==> src/hw/rtl/dtfm_pkg.sv <==
package dtfm_pkg;

    localparam int FRAME_W = 24;
    localparam int RATE_W  = 20;
    localparam int DIST_W  = 32;
    localparam int SEG_W   = 6;
    localparam int ACT_W   = 2;

    localparam logic [ACT_W-1:0] ACT_CLEAR  = 2'd0;
    localparam logic [ACT_W-1:0] ACT_APPEND = 2'd1;
    localparam logic [ACT_W-1:0] ACT_QUERY  = 2'd2;

    localparam logic [FRAME_W-1:0] FRAME_MAX = {FRAME_W{1'b1}};
    localparam logic [DIST_W-1:0]  DIST_MAX  = {DIST_W{1'b1}};

    typedef enum logic [2:0] {
        STS_OK         = 3'd0,
        STS_EMPTY      = 3'd1,
        STS_FULL       = 3'd2,
        STS_FRAME_DEC  = 3'd3,
        STS_ZERO_RATE  = 3'd4
    } t_status;

    typedef enum logic [3:0] {
        ST_IDLE,
        ST_DECODE,
        ST_APP_MUL,
        ST_APP_WR,
        ST_SCAN_RD,
        ST_SCAN_CHK,
        ST_FETCH,
        ST_FETCH_WAIT,
        ST_DIV,
        ST_DIV_END,
        ST_FIN
    } t_state;

    typedef struct packed {
        logic    load;
        logic    clear;
        logic    mul;
        logic    app_wr;
        logic    set_res;
        t_status res_status;
        logic    scan_init;
        logic    scan_chk;
        logic    rd_found;
        logic    fetch;
        logic    div_step;
        logic    div_end;
        logic    out_load;
    } t_cmd;

    typedef struct packed {
        logic [ACT_W-1:0] action;
        logic             empty;
        logic             full;
        logic             frame_dec;
        logic             scan_stop;
        logic             rate_zero;
        logic             div_last;
        logic             out_free;
    } t_sts;

endpackage

==> src/hw/rtl/dtfm_ctrl.sv <==
module dtfm_ctrl (
    input  logic          i_clk,
    input  logic          i_rst_n,
    input  logic          i_valid,
    input  dtfm_pkg::t_sts i_sts,
    output dtfm_pkg::t_cmd o_cmd,
    output logic          o_idle
);
    import dtfm_pkg::*;

    t_state r_state;
    t_state n_state;

    always_ff @(posedge i_clk) begin
        if (!i_rst_n) begin
            r_state <= ST_IDLE;
        end else begin
            r_state <= n_state;
        end
    end

    always_comb begin
        n_state = r_state;
        unique case (r_state)
            ST_IDLE: begin
                if (i_valid) n_state = ST_DECODE;
            end
            ST_DECODE: begin
                unique case (i_sts.action)
                    ACT_APPEND: begin
                        if (i_sts.full || i_sts.frame_dec) n_state = ST_FIN;
                        else n_state = ST_APP_MUL;
                    end
                    ACT_QUERY: begin
                        if (i_sts.empty) n_state = ST_FIN;
                        else n_state = ST_SCAN_RD;
                    end
                    default: n_state = ST_FIN;
                endcase
            end
            ST_APP_MUL:    n_state = ST_APP_WR;
            ST_APP_WR:     n_state = ST_FIN;
            ST_SCAN_RD:    n_state = ST_SCAN_CHK;
            ST_SCAN_CHK: begin
                if (i_sts.scan_stop) n_state = ST_FETCH;
                else n_state = ST_SCAN_RD;
            end
            ST_FETCH:      n_state = ST_FETCH_WAIT;
            ST_FETCH_WAIT: begin
                if (i_sts.rate_zero) n_state = ST_FIN;
                else n_state = ST_DIV;
            end
            ST_DIV: begin
                if (i_sts.div_last) n_state = ST_DIV_END;
            end
            ST_DIV_END:    n_state = ST_FIN;
            ST_FIN: begin
                if (i_sts.out_free) n_state = ST_IDLE;
            end
            default:       n_state = ST_IDLE;
        endcase
    end

    always_comb begin
        o_cmd = '0;
        o_cmd.res_status = STS_OK;
        unique case (r_state)
            ST_IDLE: o_cmd.load = i_valid;
            ST_DECODE: begin
                o_cmd.set_res = 1'b1;
                unique case (i_sts.action)
                    ACT_CLEAR: o_cmd.clear = 1'b1;
                    ACT_APPEND: begin
                        if (i_sts.full) o_cmd.res_status = STS_FULL;
                        else if (i_sts.frame_dec) o_cmd.res_status = STS_FRAME_DEC;
                    end
                    ACT_QUERY: begin
                        if (i_sts.empty) o_cmd.res_status = STS_EMPTY;
                        else o_cmd.scan_init = 1'b1;
                    end
                    default: o_cmd.res_status = STS_OK;
                endcase
            end
            ST_APP_MUL:  o_cmd.mul = 1'b1;
            ST_APP_WR:   o_cmd.app_wr = 1'b1;
            ST_SCAN_CHK: o_cmd.scan_chk = 1'b1;
            ST_FETCH:    o_cmd.rd_found = 1'b1;
            ST_FETCH_WAIT: o_cmd.fetch = 1'b1;
            ST_DIV:      o_cmd.div_step = 1'b1;
            ST_DIV_END:  o_cmd.div_end = 1'b1;
            ST_FIN:      o_cmd.out_load = i_sts.out_free;
            default:     o_cmd.res_status = STS_OK;
        endcase
    end

    assign o_idle = (r_state == ST_IDLE);

    a_load_idle: assert property (@(posedge i_clk) disable iff (!i_rst_n)
        o_cmd.load |-> (r_state == ST_IDLE))
        else $error("item taken outside idle");
    a_out_free: assert property (@(posedge i_clk) disable iff (!i_rst_n)
        o_cmd.out_load |-> i_sts.out_free)
        else $error("result loaded over a pending word");
    a_fin_idle: assert property (@(posedge i_clk) disable iff (!i_rst_n)
        o_cmd.out_load |=> (r_state == ST_IDLE))
        else $error("controller did not return to idle");
endmodule

==> config.mk <==
export PLATFORM = sky130hd
export DESIGN_NAME = dtfm_ctrl
export DESIGN_NICKNAME = d
export VERILOG_FILES = /design/src/hw/rtl/dtfm_pkg.sv /design/src/hw/rtl/dtfm_ctrl.sv
export SDC_FILE = /design/constraint.sdc
export NUM_CORES = 1
export LEC_CHECK = 0
export ABC_AREA = 1
export BUFFER_PORTS_ARGS = -buffer_cell sky130_fd_sc_hd__buf_2
export CAP_MARGIN = 20
export CORE_AREA = 4 4 41 43
export DETAILED_ROUTE_END_ITERATION = 6
export DIE_AREA = 0 0 45 47
export GPL_TIMING_DRIVEN = 0
export PLACE_DENSITY = 0.65
export SLEW_MARGIN = 0
export SYNTH_ARGS = -nofsm -noshare
export SYNTH_HDL_FRONTEND = slang
export SYNTH_SLANG_ARGS = --single-unit
==> constraint.sdc <==
create_clock -name i_clk -period 1.2 [get_ports i_clk]
set_input_delay 0.06 -clock i_clk [delete_from_list [all_inputs] [get_ports i_clk]]
set_output_delay 0.06 -clock i_clk [all_outputs]
set_load 0.03 [all_outputs]
Word level (Yosys, flattened, before mapping)

Cells that the tools add are included.

Equality and inequality tests: 15
Mux-type cells: 29
Reduce and logical (&&, ||, !) cells: 5

Operator list:

| cell                                                                  | count |
|---|---|
| 4-bit one-hot mux with 10 select lines                                | 1 |
| 4-bit 2-to-1 mux                                                      | 5 |
| 4-bit by 3-bit equality test with 1-bit output, second input constant | 4 |
| 1-bit 2-to-1 mux                                                      | 16 |
| 4-bit equality test, second input constant                            | 3 |
| 4-bit by 2-bit equality test with 1-bit output, second input constant | 2 |
| 4-bit one-hot mux with 2 select lines                                 | 1 |
| 2-bit 2-to-1 mux                                                      | 3 |
| 3-bit 2-to-1 mux                                                      | 2 |
| 2-bit inequality test, second input constant                          | 3 |
| 3-bit one-hot mux with 2 select lines                                 | 1 |
| 4-bit by 1-bit equality test with 1-bit output, second input constant | 1 |
| 4-bit logical NOT                                                     | 1 |
| 3-bit AND reduction                                                   | 1 |
| 2-bit by 1-bit equality test with 1-bit output, second input constant | 1 |
| 2-bit equality test, second input constant                            | 1 |
| 2-bit logical NOT                                                     | 1 |
| 2-bit OR reduction                                                    | 1 |
| 1-bit logical OR                                                      | 1 |

Flip-flop bits (word level): 4
Bits of input ports: 12
Output and inout bits: 16
Word-level logic and storage cells: 50

Logic depth before layout (Yosys ltp)

Gate-level depths: netlist of run 1.

Word-level depth: 4
Mapped depth: 9
Gate-level depth less buffers: 9

Worst setup path before layout of run 1

Ideal clock, no wire load.

Path kind: reg2out
From: reg r_state[3]
To: out o_cmd[6] (netlist name)
Data arrival time: 1.341 ns
Required time: 1.140 ns
Path slack: -0.201 ns
Cell stages (with the launch flop): 6
Path buffers: 0
Cells stage by stage: dfxtp_1 > inv_1 > nand2_2 > nor2_1 > nand2_1 > inv_1

RTL lines:

| what                   | line            | source |
|---|---|---|
| start, declared        | dtfm_ctrl.sv:11 | `t_state r_state;` |
| start signal, assigned | dtfm_ctrl.sv:18 | `r_state <= n_state;` |
| end, declared          | dtfm_ctrl.sv:6  | `output dtfm_pkg::t_cmd o_cmd,` |

==> impl_metrics.toml, run 1 <==
[floorplan]
start_util_pct = 35.87
die_w_um = 45
rows = 13
core_area_um2 = 1301
ios = 28
die-area_um2 = 2115
die_y_um = 47

[placed_design]
dpl-instance-area_um2 = 665.6
dp_cells = 128
post-place-ws_ns = -0.09718
dp_hpwl_um = 1076
gp_congestion = 0.7616
portBuffers = 26

[detailed_routing]
vias = 607
drc_errors = 0
avgRoutedWirePerCell_um = 10.58
dr.pass1.iters = 3
initialDrtViolationCount = 4
drt_wl_total_um = 1396
postRouteAntennaNets = 0
avgViaCountPerCell = 4.598

[pwr]
irDropWorstVdd_mv = 1.297
p_per_area_nw_per_um2 = 2022
power.leakage_nw = 0.4454

[grt]
grt_use_met1_pct = 18.14
use_met2_pct = 25.14
grt.busiest_layer = "met2"
grt_usage_pct = 14.76
grt_pass1_vias = 602
grt_first_pass_wirelength_um = 2318
met3_usage_pct = 2.299
grt.overflow.total = 0
grt_max_degree = 7
antenna_found_initial = 0

[setup_path]
startpoint = "r_state[1]"
critPathKind = "flop to output pin"
end_kind = "output pin"
worst_ep_arrival_time_ns = 1.15
reg2regPathDepth = 9
rrSetupSlack_ns = 0.06
critPathSlowestCell = "dfxtp_4"
path_max_fanout = 5
reg2reg_from = "r_state[3]"
slowest_delay_ns = 0.36
crit_chain = "inv_4 > nand2_4 > nor2_4 > nand2_2 > inv_2 > buf_6"
crit_required_ns = 1.14
r2r-end = "r_state[1]"
startpoint_type = "flop"

[synthesis]
synth-seq-cells = 4
synth_edf_count = 0
synth_area_per_cell_um2 = 5.364
yosysTopAreaCell = "dfxtp_1"
synth_top_area_share_pct = 17.16
synth_fp_nets = 102
synth_area_leaders = "dfxtp_1 17%, inv_1 14%, nor2_1 14%"
ys.flop_type = "dfxtp_1"
syn_inst = 87
ys_types = 15
synth_area_um2 = 466.7
postSynth.asyncResetShare_pct = 0
ys_warn_count = 0
ys_seq_area_share_pct = 17.16
yosys-top-cells-count = "17 x inv_1, 17 x nor2_1, 15 x nand2_1"

[sta]
skew_ns = 0.0004004
setup_viol = 1
fin_crit_ns = 1.209
rsz0062_at_grt = "true"
finalCritPeriodShare_pct = 100.8
fin_ws_ns = -0.009278
finalMaxSlewViolations = 0
hold_viol = 0
max_freq_mhz = 826.9

[cts]
clkSinkCount = 4
worst_skew_pair.late_latency_ns = 0.23
cts_buffers = 3
cts.reportedPaths.clkPinSlew_ns = 0.04
clock_path_buffers = 2
root_buffer = "clkbuf_4"
cts_tree = "yes"
htreeDepth = 1
postCtsHoldBufs = 0

[layout]
stdcell_area_um2 = 828.3
largest_reg_flops = 4
diodes = 0
final_util_pct = 63.65
syn_to_final_growth_pct = 77.48
reg.largest.list = "r_state: 4 flops"
regMostFlops = "r_state"
layout-drive-gt1-share_pct = 56.41
layoutNonFillerInstCount = 132
nets = 134

[worst_hold_path]
whs_endpoint = "r_state[1]"
hold_class = "primary input to flop"
whs_path_depth = 3
hold_start = "i_rst_n"

[status]
violations = "setup timing"
outcome = "complete, but fails checks"

[run]
cap_violations = 0
==> worst max-delay path by stage <==
stage                            end  slack (ns)  cells after the start
final                       o_cmd[6]      -0.009                      6
after global routing        o_cmd[8]       -0.07                      4
after CTS                   o_cmd[6]       -0.01                      6
after detailed placement  r_state[1]        -0.1                      9
after global placement    r_state[1]       -0.07                      9
after floorplan             o_cmd[6]       -0.01                      5
==> cell type report <==
| type | count | area (um2) |
|---|---|---|
| Buffer | 1 | 7.507 |
| Clock buffer | 3 | 22.52 |
| Fill cell | 143 | 473.0 |
| Inverter | 20 | 87.58 |
| Multi-Input combinational cell | 62 | 429.2 |
| Sequential cell | 4 | 95.09 |
| Tap cell | 15 | 18.77 |
| Timing Repair Buffer | 27 | 167.7 |
==> logic make-up after synthesis <==
logic type,synth area share [%]
AO/OA/AOI/OAI,8.044
adder cells (fa/ha/maj),8.044
buffers and inverters,17.69
flip-flops,17.16
other,0.8035
AND/OR/NAND/NOR,48.25
==> metal layers <==
metal | share of wire (%) | vias up | routed length (um)
met3 | 4.8 | 0 | 67
met5 | 0 | - | 0
met1 | 41 | 269 | 577
li1 | - | 326 | -
met2 | 54 | 12 | 750
met4 | 0 | 0 | 0
==> repair_timing <==
item | in CTS | in global routing
setup endpoints to repair | 14 | 16
pin swaps | 2 | 4
setup buffers | 1 | 0
gates resized for setup | 20 | 31
==> power by group <==
part	total (mW)	switching, mW	internal (mW)
sequential	0.332	0.127	0.205
clock	0.161	0.0496	0.112
combinational	1.18	0.764	0.418
==> critical path: cells and delay by family (launching register included) <==
family        cells  cell delay [ns]
flops             1             0.36
simple gates      3             0.29
buf+inv           3             0.27
==> placed cells by master, fill, tap and decap left out, drive strengths merged <==
cell type and count:
a21oi 4, a22oi 1, buf 28, clkbuf 3
conb 1, dfxtp 4, ha 3, inv 20
nand2 19, nand3 6, nor2 21, nor3 5
o21ai 2
==> per-stage QoR <==
| step | setup TNS [ns] | power [mW] | hold slack (ns) |
|---|---|---|---|
| final | -0.009278 | 1.675 | 0.04397 |
| after global routing | -0.3847 | 1.819 | 0.06694 |
| after CTS | -0.01536 | 1.503 | 0.04334 |
| after detailed placement | -0.09718 | 1.200 | 0.2792 |
| after global placement | -0.06673 | 1.194 | 0.2577 |
| after floorplan | -0.01656 | 0.9827 | 0.1576 |
Power figures use the tool's default switching activity.
==> run 2: changes to the inputs <==
- ABC_AREA: 1 -> default
- GPL_TIMING_DRIVEN: 0 -> default
- PLACE_DENSITY: 0.65 -> 0.66
==> run 2 against run 1 <==
Compared with the run above: the flow still finishes with violations (setup timing); core utilization up 12 points; sequential share of layout area shrank 2.2 points; synthesized area grew 3.5%; via count up 3.3%; non-clock buffer count rose by 17; cell area rose by 19%; combinational power up 62%; final cell count shrank 6.1%; synthesized cell count fell by 25%; clock power up 19%.
==> impl_metrics.toml, run 2 <==
[sta]
rsz0062_at_grt = "true"
hold_viol = 0
finalCritPeriodShare_pct = 114.0
fin_crit_ns = 1.367
finalSetupTns_ns = -1.661
max_freq_mhz = 731.3
finalMaxSlewViolations = 0
setup_viol = 18
fin_ws_ns = -0.1675
skew_ns = 0.004139

[floorplan]
start_util_pct = 37.12
die_w_um = 45
die-area_um2 = 2115
rows = 13
die_y_um = 47
core_area_um2 = 1301
ios = 28

[detailed_routing]
dr.pass1.iters = 4
initialDrtViolationCount = 11
avgRoutedWirePerCell_um = 12.31
postRouteAntennaNets = 0
drc_errors = 0
avgViaCountPerCell = 5.056
vias = 627
drt_wl_total_um = 1527

[setup_path]
rrSetupSlack_ns = -0.05
critPathSlowestCell = "dfxtp_4"
startpoint_type = "flop"
reg2reg_from = "r_state[3]"
cp_num_cells = 4
critPathKind = "flop to output pin"
end_kind = "output pin"
startpoint = "r_state[3]"
critPathCapture = "o_cmd[7]"
crit_required_ns = 1.14
slowest_delay_ns = 0.37
crit_buf_inv = 1
worst_ep_arrival_time_ns = 1.31
r2r-end = "r_state[1]"
crit_chain = "nor3_4 > nand2_2 > a21oi_4 > buf_6"
path_max_fanout = 6
reg2regPathDepth = 6
critical-path-top-delay-family = "simple AND/OR/NAND/NOR gates"

[pwr]
p_per_area_nw_per_um2 = 2486
total_power_mw = 2.445
power.leakage_nw = 0.4648
irDropWorstVdd_mv = 1.373

[placed_design]
dp_hpwl_um = 998.3
gp_congestion = 0.6925
portBuffers = 26

[layout]
largest_reg_flops = 4
syn_to_final_growth_pct = 103.6
regMostFlops = "r_state"
diodes = 0
nets = 125
reg.largest.list = "r_state: 4 flops"
layout_commonest_cell = "buf_4"
layout_common_cells = "19 x buf_4, 15 x buf_6, 11 x buf_2"
layout-drive-gt1-share_pct = 68.81

[grt]
grt_pass1_vias = 570
grt_first_pass_wirelength_um = 2304
grt_max_degree = 11
grt.overflow.total = 0
antenna_found_initial = 0
grt_usage_pct = 15.60

[synthesis]
synth_area_um2 = 483.0
synth_top_area_share_pct = 16.58
synth_area_leaders = "dfxtp_1 17%, ha_1 7.8%, nand2_1 7.0%"
ys_warn_count = 0
ys_seq_area_share_pct = 16.58
post-synth-top-count-cell = "nand2_1"
ys.flop_type = "dfxtp_1"
synth-seq-cells = 4
ys_types = 32
synth_edf_count = 0
syn_inst = 65
synth_area_per_cell_um2 = 7.430
yosysTopAreaCell = "dfxtp_1"
yosys-top-cells-count = "9 x nand2_1, 6 x nor2_1, 5 x inv_1"
postSynth.asyncResetShare_pct = 0
synth_fp_nets = 80

[cts]
htreeDepth = 1
postCtsHoldBufs = 0
clock_path_buffers = 2
cts.reportedPaths.clkPinSlew_ns = 0.04
clkSinkCount = 4
cts_buffers = 3
root_buffer = "clkbuf_4"
cts_tree = "yes"
worst_skew_pair.late_latency_ns = 0.25

[status]
outcome = "complete, but fails checks"
violations = "setup timing"

[run]
cap_violations = 0

[worst_hold_path]
hold_class = "primary input to flop"
run 2: cell types whose count changed in the layout (fill, tap and decap cells not counted), sizes merged, moves of 2 or more:
cell    delta
nor2      -15
nand2     -10
inv       -15
a21oi      -3
nand3b     +2
and2       +2
nor3b      +2
nand3      -4
a31oi      +2
buf       +17
o21ai      +2
nand2b     +3
run 2: kinds of logic (layout without fill, tap and decap cells):
kind of cell    count (synthesis)  in the layout  synth area share, %
compound gates                 13             13                19.95
fa+ha+maj                       3              3                7.773
mux                             1              1                2.073
other cells                     1              1               0.7765
simple gates                   33             33                39.63
flops                           4              4                16.58
buf+inv                        10             54                13.21
run 2: tightest hold or removal path: stages:
cell     delay [ns]
buf_2          0.11
nand2_1        0.07
o21ai_2        0.06
run 2: final cells by class:
type,instances,area (um2)
clock buffer,4,26.28
fill,96,317.8
inverter,5,18.77
multi-input combinational,51,461.7
sequential,4,91.34
tap,15,18.77
timing repair buffer,45,366.6
run 2: power breakdown:
group	internal (mW)	switching, mW	total, mW
Sequential	0.221	0.124	0.345
Clock	0.125	0.0658	0.191
Combinational	0.972	0.937	1.91
run 2: worst min path at each step:
stage / end / cells after the start / slack (ns) / startpoint
after CTS: r_state[3] / 3 / 0.06 / i_rst_n
after floorplan: r_state[3] / 2 / 0.17 / i_rst_n
final: r_state[3] / 3 / 0.08 / i_rst_n
after detailed placement: r_state[3] / 3 / 0.31 / i_rst_n
after global routing: r_state[3] / 3 / 0.08 / i_rst_n
after global placement: r_state[3] / 3 / 0.30 / i_rst_n
run 2: per-stage QoR:
step,setup WS (ns),instances,instance area (um2),util [%],hold WS [ns]
floorplan,-0.1072,65,556.8,-,0.1725
global placement,0.04665,107,705.7,54.23,0.2983
detailed placement,0.01477,107,705.7,54.23,0.3069
CTS,-0.2210,117,888.4,68.27,0.05606
global route,-0.2420,124,983.4,75.58,0.07683
finish,-0.1675,124,983.4,75.58,0.08097
run 2: repair_timing:
item,CTS,global route
setup buffers,6,7
resized for setup,35,13
setup endpoints to repair,14,18
cloned,0,0
pin swaps,10,11
run 2: routing by layer:
layer | vias to the layer above | share of wire [%] | global-route usage (%)
met5 | - | 0 | 0
met4 | 0 | 2.1 | 10.53
met3 | 3 | 6.5 | 1.533
met2 | 24 | 54 | 29.94
met1 | 287 | 38 | 15.79
li1 | 313 | - | -
